==> src/hdl/pfs_pkg.sv <==
// ----------------------------------------------------------------------------
// pfs_pkg: palette fade stepper shared definitions
// Colour layout, opcodes, sequencer states and the per-entry step function.
// ----------------------------------------------------------------------------
package pfs_pkg;

  localparam int PALETTE_ENTRIES_DEF = 32;
  localparam int COLOUR_W            = 12;
  localparam int CHAN_W              = 4;
  localparam int INDEX_W             = 5;

  localparam logic [1:0] STEP_PHASE = 2'd3;

  typedef enum logic {
    OP_WRITE = 1'b0,
    OP_TICK  = 1'b1
  } opcode_t;

  typedef enum logic {
    ST_IDLE  = 1'b0,
    ST_SWEEP = 1'b1
  } state_t;

  // one channel one step toward its goal
  function automatic logic [CHAN_W-1:0] approach(input logic [CHAN_W-1:0] now,
                                                 input logic [CHAN_W-1:0] goal);
    logic [CHAN_W-1:0] res;
    res = now;
    if (now > goal) begin
      res = now - CHAN_W'(1);
    end else if (now < goal) begin
      res = now + CHAN_W'(1);
    end
    return res;
  endfunction

  function automatic logic [COLOUR_W-1:0] step_colour(input logic [COLOUR_W-1:0] now,
                                                      input logic [COLOUR_W-1:0] goal);
    logic [COLOUR_W-1:0] res;
    res[11:8] = approach(now[11:8], goal[11:8]);
    res[7:4]  = approach(now[7:4], goal[7:4]);
    res[3:0]  = approach(now[3:0], goal[3:0]);
    return res;
  endfunction

endpackage

==> src/hdl/palette_fade_stepper.sv <==
// ----------------------------------------------------------------------------
// palette_fade_stepper: RGB444 palette fader
// Current and target palettes in two synchronous memories; a fade tick walks
// every entry, steps it toward its target and writes one word per entry.
// ----------------------------------------------------------------------------
// Input channel (in_valid/in_stall) carries either a target colour write
// (opcode 0) or a frame tick (opcode 1). A write gives no output. A tick with
// fade_enable set and frame_phase == 3 starts a sweep: entries are read from
// both memories one per cycle while the output is not stalled, stepped,
// written back to the current palette and presented on the output channel
// (out_valid/out_stall) in index order, last_of_run on the final one.
// The single read port of each memory sets the one-entry-per-cycle pace.
// After the tick is accepted, each entry is read into the memory output
// registers, stepped and loaded into the output register. The input is
// stalled from tick acceptance until the last entry has been read and
// loaded into the output register; the last word may still wait there while
// the next item is taken. An output stall freezes the sweep with the pending
// read held, so no word is lost. Other ticks start no sweep.
// Reset (rst, synchronous) clears both palettes to black through per-entry
// valid bits, clears fade_enable and empties the pipeline; no clearing pass.
// ----------------------------------------------------------------------------
module palette_fade_stepper #(
  parameter int PALETTE_ENTRIES = pfs_pkg::PALETTE_ENTRIES_DEF
) (
  input  logic                          clk,
  input  logic                          rst,
  // configuration
  input  logic                          cfg_wr_en,
  input  logic                          cfg_wr_data,
  // input channel
  input  logic                          in_valid,
  output logic                          in_stall,
  input  logic                          opcode,
  input  logic [pfs_pkg::INDEX_W-1:0]   entry_index,
  input  logic [pfs_pkg::COLOUR_W-1:0]  target_colour,
  input  logic [1:0]                    frame_phase,
  // output channel
  output logic                          out_valid,
  input  logic                          out_stall,
  output logic [pfs_pkg::INDEX_W-1:0]   colour_index,
  output logic [pfs_pkg::COLOUR_W-1:0]  colour_value,
  output logic                          last_of_run
);

  localparam int IDX_W = (PALETTE_ENTRIES > 1) ? $clog2(PALETTE_ENTRIES) : 1;
  localparam logic [IDX_W-1:0] LAST_IDX = IDX_W'(PALETTE_ENTRIES - 1);

  pfs_pkg::state_t state, state_next;

  logic                          fade_enable;
  logic [IDX_W-1:0]              rd_idx;
  logic                          rd_issue;
  logic                          rd_pend;
  logic [IDX_W-1:0]              pend_idx;
  logic                          pend_last;
  logic                          load_out;
  logic                          in_accept;
  logic                          step_go;
  logic                          tgt_wr;

  logic [pfs_pkg::COLOUR_W-1:0]  cur_mem [PALETTE_ENTRIES];
  logic [pfs_pkg::COLOUR_W-1:0]  tgt_mem [PALETTE_ENTRIES];
  logic [PALETTE_ENTRIES-1:0]    cur_ok;
  logic [PALETTE_ENTRIES-1:0]    tgt_ok;
  logic [pfs_pkg::COLOUR_W-1:0]  cur_q, tgt_q;
  logic                          cur_q_ok, tgt_q_ok;
  logic [pfs_pkg::COLOUR_W-1:0]  cur_now, tgt_now, stepped;

  assign in_accept = in_valid & ~in_stall;
  assign step_go   = in_accept && (opcode == pfs_pkg::OP_TICK) && fade_enable &&
                     (frame_phase == pfs_pkg::STEP_PHASE);
  assign tgt_wr    = in_accept && (opcode == pfs_pkg::OP_WRITE) &&
                     (32'(entry_index) < PALETTE_ENTRIES);
  assign load_out  = rd_pend && (~out_valid || ~out_stall);

  // ---------------------------------------------------------------- config
  always_ff @(posedge clk) begin
    if (rst) begin
      fade_enable <= 1'b0;
    end else if (cfg_wr_en) begin
      fade_enable <= cfg_wr_data;
    end
  end

  // ------------------------------------------------------------ sequencer
  always_comb begin
    state_next = state;
    unique case (state)
      pfs_pkg::ST_IDLE: begin
        if (step_go) state_next = pfs_pkg::ST_SWEEP;
      end
      pfs_pkg::ST_SWEEP: begin
        if (rd_issue && rd_idx == LAST_IDX) state_next = pfs_pkg::ST_IDLE;
      end
      default: state_next = pfs_pkg::ST_IDLE;
    endcase
  end

  always_comb begin
    rd_issue = 1'b0;
    in_stall = rd_pend;
    unique case (state)
      pfs_pkg::ST_IDLE: begin
        rd_issue = 1'b0;
      end
      pfs_pkg::ST_SWEEP: begin
        rd_issue = ~rd_pend | load_out;
        in_stall = 1'b1;
      end
      default: begin
        rd_issue = 1'b0;
      end
    endcase
  end

  always_ff @(posedge clk) begin
    if (rst) begin
      state   <= pfs_pkg::ST_IDLE;
      rd_idx  <= '0;
      rd_pend <= 1'b0;
    end else begin
      state <= state_next;
      if (step_go) begin
        rd_idx <= '0;
      end else if (rd_issue) begin
        rd_idx <= rd_idx + IDX_W'(1);
      end
      if (rd_issue) begin
        rd_pend <= 1'b1;
      end else if (load_out) begin
        rd_pend <= 1'b0;
      end
    end
  end

  always_ff @(posedge clk) begin
    if (rd_issue) begin
      pend_idx  <= rd_idx;
      pend_last <= (rd_idx == LAST_IDX);
    end
  end

  // ------------------------------------------------------------- memories
  // entries never written read as black
  always_ff @(posedge clk) begin
    if (rst) begin
      cur_ok <= '0;
      tgt_ok <= '0;
    end else begin
      if (load_out) cur_ok[pend_idx] <= 1'b1;
      if (tgt_wr)   tgt_ok[IDX_W'(entry_index)] <= 1'b1;
    end
  end

  always_ff @(posedge clk) begin
    if (load_out) begin
      cur_mem[pend_idx] <= stepped;
    end
    if (rd_issue) begin
      cur_q    <= cur_mem[rd_idx];
      cur_q_ok <= cur_ok[rd_idx];
    end
  end

  always_ff @(posedge clk) begin
    if (tgt_wr) begin
      tgt_mem[IDX_W'(entry_index)] <= target_colour;
    end
    if (rd_issue) begin
      tgt_q    <= tgt_mem[rd_idx];
      tgt_q_ok <= tgt_ok[rd_idx];
    end
  end

  assign cur_now = cur_q_ok ? cur_q : '0;
  assign tgt_now = tgt_q_ok ? tgt_q : '0;
  assign stepped = pfs_pkg::step_colour(cur_now, tgt_now);

  // ------------------------------------------------------- output register
  always_ff @(posedge clk) begin
    if (rst) begin
      out_valid <= 1'b0;
    end else if (load_out) begin
      out_valid <= 1'b1;
    end else if (~out_stall) begin
      out_valid <= 1'b0;
    end
  end

  always_ff @(posedge clk) begin
    if (load_out) begin
      colour_index <= pfs_pkg::INDEX_W'(pend_idx);
      colour_value <= stepped;
      last_of_run  <= pend_last;
    end
  end

  // ------------------------------------------------------------ assertions
  a_sweep_start: assert property (@(posedge clk) disable iff (rst)
    step_go |=> (state == pfs_pkg::ST_SWEEP && rd_idx == '0))
    else $error("sweep did not start at entry zero");

  a_no_raw_hazard: assert property (@(posedge clk) disable iff (rst)
    (load_out && rd_issue) |-> (rd_idx != pend_idx))
    else $error("read and writeback hit the same entry");

  a_pend_hold: assert property (@(posedge clk) disable iff (rst)
    (rd_pend && !load_out) |=> (rd_pend && $stable(pend_idx)))
    else $error("pending entry dropped while output stalled");

  a_last_index: assert property (@(posedge clk) disable iff (rst)
    (out_valid && last_of_run) |-> (colour_index == pfs_pkg::INDEX_W'(LAST_IDX)))
    else $error("last_of_run on wrong entry");

endmodule

==> config.mk <==
export PLATFORM = sky130hd
export DESIGN_NAME = palette_fade_stepper
export DESIGN_NICKNAME = d
export VERILOG_FILES = /design/src/hdl/pfs_pkg.sv /design/src/hdl/palette_fade_stepper.sv
export SDC_FILE = /design/constraint.sdc
export NUM_CORES = 1
export LEC_CHECK = 0
export BUFFER_PORTS_ARGS = -buffer_cell sky130_fd_sc_hd__buf_2
export CAP_MARGIN = 40
export CORE_MARGIN = 2
export CORE_UTILIZATION = 50
export DETAILED_ROUTE_END_ITERATION = 16
export HOLD_SLACK_MARGIN = 0.05
export PLACE_DENSITY = 0.66
export SLEW_MARGIN = 20
export SYNTH_ARGS = -nofsm -noshare
export SYNTH_HDL_FRONTEND = slang
export SYNTH_SLANG_ARGS = --single-unit
==> constraint.sdc <==
create_clock -name clk -period 4.1 [get_ports clk]
set_input_delay 0.615 -clock clk [delete_from_list [all_inputs] [get_ports clk]]
set_output_delay 0.615 -clock clk [all_outputs]
set_load 0.1 [all_outputs]
==> flow_summary.toml <==
[flow_run]
maxCapViolCount = 0

[sta]
setup_violations = 0
hold_violations = 0
slew_viol_final = 0
timing.max_slew.rel_slack_pct = 45.9
finalCriticalPeriod_ns = 3.59
timing.final.crit_share_pct = 87.5
rsz0062_at_grt = "false"
tightest_slew_ns = 0.807
fin_skew_ns = 0.0248
clock.fmax_ghz = 0.279
setup_tns_ns = 0

[pwr]
ir_drop_v = 0.000389
p_leak_nw = 12.5
p_comb_share_pct = 1.2
pwr_density_cell_nw_per_um2 = 452
p_int_w = 0.0143
power.total_w = 0.0178
power_frac_clock_pct = 43.5
swShare_pct = 19.6
power_frac_seq_pct = 55.4
p_sw_w = 0.00349

[synthesis]
synthArstFlopShare_pct = 0
syn_area_um2 = 34600
synthesis.nets = 1689
netlist_instances = 1649
yosysWarnings = 0
syn_avg_cell_area_um2 = 21.0
synth_edf_count = 818
yosysSeqAreaShare_pct = 75.1
synth-seq-cells = 891
yosys.cell_types.count = 51
synth_top_flop_cell = "edfxtp_1"

[final_layout]
area_delta_synth_final_pct = 13.9
fillers = 4973
finalInstanceArea_um2 = 39500
instances_no_fill = 2810
layout.nets = 1847
drive_gt1_share_pct = 30.6

[setup_path]
crit_family = "compound AO/OA/AOI/OAI gates"
arrival_ns = 4.06
path_cells = "nand2_1, ha_1, nor2b_1, nor3_1, a2111oi_0, a21oi_1, mux2_1, o21ai_2, buf_4"
path_max_fanout = 28
critPathRequiredTime_ns = 4.58
start_kind = "flip-flop"
slowest_stage = "edfxtp_1"
critical_path.max_stage_delay_ns = 0.86
path_class = "flip-flop to flip-flop"
cp-end-kind = "flip-flop"
cp_num_buf_inv = 1

[floorplanning]
rows = 96
ios = 46
die_h_um = 267
die_area_um2 = 71400
core_um2 = 68600
die_w_um = 267
start_util_pct = 50.5

[grt]
busiest_layer = "met2"
grt_max_degree = 51
grtUsageMet2_pct = 35.4
use_met1_pct = 30.1
grt_first_pass_wirelength_mm = 111
grtUsageTotal_pct = 21.7
grt_overflow_total = 0
met3_usage_pct = 4.08
antenna_found_initial = 3
grt_pass1_vias = 17018

[route]
drt-total-wl_mm = 74.8
antenna_left = 0
vias = 16586
drtIter0Drc = 1835
vias_per_cell = 5.90
drc_errors = 0
dr.pass1.iters = 5
wl_per_cell_um = 26.6

[clock_network]
cts.sinks = 891
cts_resized = 0
cts.clk_slew.worst_paths_ns = 0.06
tritoncts = "yes"
ctsLongestPathBuffers = 3
clk_latency_ns = 0.65
cts-root-buf = "clkbuf_16"
post-cts-setup-buffers = 0
numCtsBuffers = 90
h-tree-depth = 3
cts.hold.buffers_added = 0

[placement]
dpl.cell_count = 2645
placed_area_um2 = 36700
io_buffers = 45
place_congestion = 0.831
dp_hpwl_mm = 43.5

[hold_path]
hold_class = "primary input to flip-flop"

[outcome]
outcome = "finished, final reports clean"
[per-layer routing]
| metal | part of all wire (%) | up-vias |
|---|---|---|
| met3 | 7.0 | 121 |
| met5 | 0.039 | - |
| met4 | 2.5 | 4 |
| met2 | 50 | 609 |
| li1 | - | 7078 |
| met1 | 41 | 8774 |
[logic make-up (layout without fill, tap and decap cells)]
| family | Yosys count | in the layout | synth area share [%] |
|---|---|---|---|
| xor+xnor | 14 | 14 | 0.354 |
| fa+ha+maj | 17 | 17 | 0.592 |
| buf+inv | 97 | 326 | 1.20 |
| other cells | 0 | 1 | 0 |
| simple gates | 271 | 271 | 3.43 |
| compound gates | 65 | 65 | 1.31 |
| flops | 891 | 891 | 75.1 |
| mux | 294 | 294 | 18.0 |
[sequential cells by signal, indices dropped and copies added (netlist names), 5 cells and up]
signal        cells
tgt_ok           32
pend_idx          5
cur_mem         384
tgt_q            12
colour_index      5
tgt_mem         384
colour_value     12
cur_q            12
rd_idx            5
cur_ok           32
[power groups by stage]
stage	Clock, W	Sequential [W]	Combinational (W)
2_1_floorplan	0	0.0101	0.0000957
3_3_place_gp	0	0.0101	0.000197
3_5_place_dp	0	0.0101	0.000210
4_1_cts	0.00791	0.00988	0.000211
5_1_grt	0.00827	0.00987	0.000227
6_report	0.00775	0.00988	0.000207
[placed cells by master (no fill, tap or decap), types with 13 or more instances in the layout]
cell type	n
a21oi_1	22
buf_2	45
buf_4	89
clkbuf_1	31
clkbuf_16	90
clkinv_1	13
dfxtp_1	69
edfxtp_1	818
ha_1	14
inv_1	15
mux2_2	27
mux4_2	260
nand2_1	35
nor2_1	170
[final timing paths]
kind / slack [ns] / start / endpoint / cells after the start
worst max register to register: 0.51 / cur_q_ok / cur_mem[15][5] / 9
worst min register to register: 0.46 / cur_ok[22] / cur_ok[22] / 2
worst max-delay path: 0.51 / cur_q_ok / cur_mem[15][5] / 9
worst min-delay path: 0.23 / cfg_wr_data / fade_enable / 3
[area by class of cell]
cell class / instances / area [um^2] / share of cell area, %
inverters: 16 / 60.1 / 0.152
diodes: 1 / 2.50 / 0.00634
multi-input cells: 661 / 8270 / 21.0
well taps: 931 / 1160 / 2.95
clock buffers: 125 / 2420 / 6.14
clock inverters: 38 / 369 / 0.935
repair buffers: 147 / 1140 / 2.89
flip-flops and latches: 891 / 26000 / 66.0
[synthesized netlist by cell type (2+ instances only)]
cell | instances | area, um^2
a211oi_1 | 2 | 15.0
a21oi_1 | 23 | 115
a22o_1 | 2 | 17.5
a22oi_1 | 2 | 15.0
a32oi_1 | 2 | 17.5
a41oi_1 | 2 | 17.5
and2_1 | 13 | 81.3
and3_1 | 9 | 56.3
and4_1 | 2 | 17.5
buf_1 | 9 | 33.8
buf_2 | 22 | 110
buf_4 | 6 | 45.0
clkbuf_1 | 44 | 165
dfxtp_1 | 73 | 1460
edfxtp_1 | 818 | 24600
ha_1 | 14 | 175
inv_1 | 15 | 56.3
maj3_1 | 3 | 30.0
mux2_2 | 27 | 304
mux2i_1 | 6 | 60.1
mux4_2 | 260 | 5860
nand2_1 | 35 | 131
nand2b_1 | 4 | 25.0
nand3_1 | 7 | 35.0
nand3b_1 | 4 | 30.0
nand4_1 | 4 | 25.0
nor2_1 | 170 | 638
nor2b_1 | 6 | 37.5
nor3_1 | 5 | 25.0
o21a_1 | 2 | 15.0
o21ai_0 | 5 | 25.0
o21ai_1 | 6 | 30.0
o21ba_1 | 12 | 120
or2_2 | 2 | 12.5
or3_1 | 3 | 18.8
or3b_1 | 3 | 26.3
xnor2_1 | 8 | 70.1
xor2_1 | 6 | 52.6
[per-stage QoR]
stage | hold slack [ns] | util [%] | setup WS (ns)
floorplan | 0.400 | - | 0.253
global placement | 0.441 | 53.4 | 0.753
detailed placement | 0.453 | 53.5 | 0.609
CTS | 0.195 | 57.5 | 0.596
global route | 0.236 | 57.5 | 0.273
finish | 0.230 | 57.6 | 0.513
[worst reg2reg max path, stage by stage, from the launching register on]
cell	delay, ns
edfxtp_1	0.86
nand2_1	0.24
ha_1	0.29
nor2b_1	0.13
nor3_1	0.06
a2111oi_0	0.35
a21oi_1	0.29
mux2_1	0.39
o21ai_2	0.51
buf_4	0.32
Power figures use the tool's default switching activity.
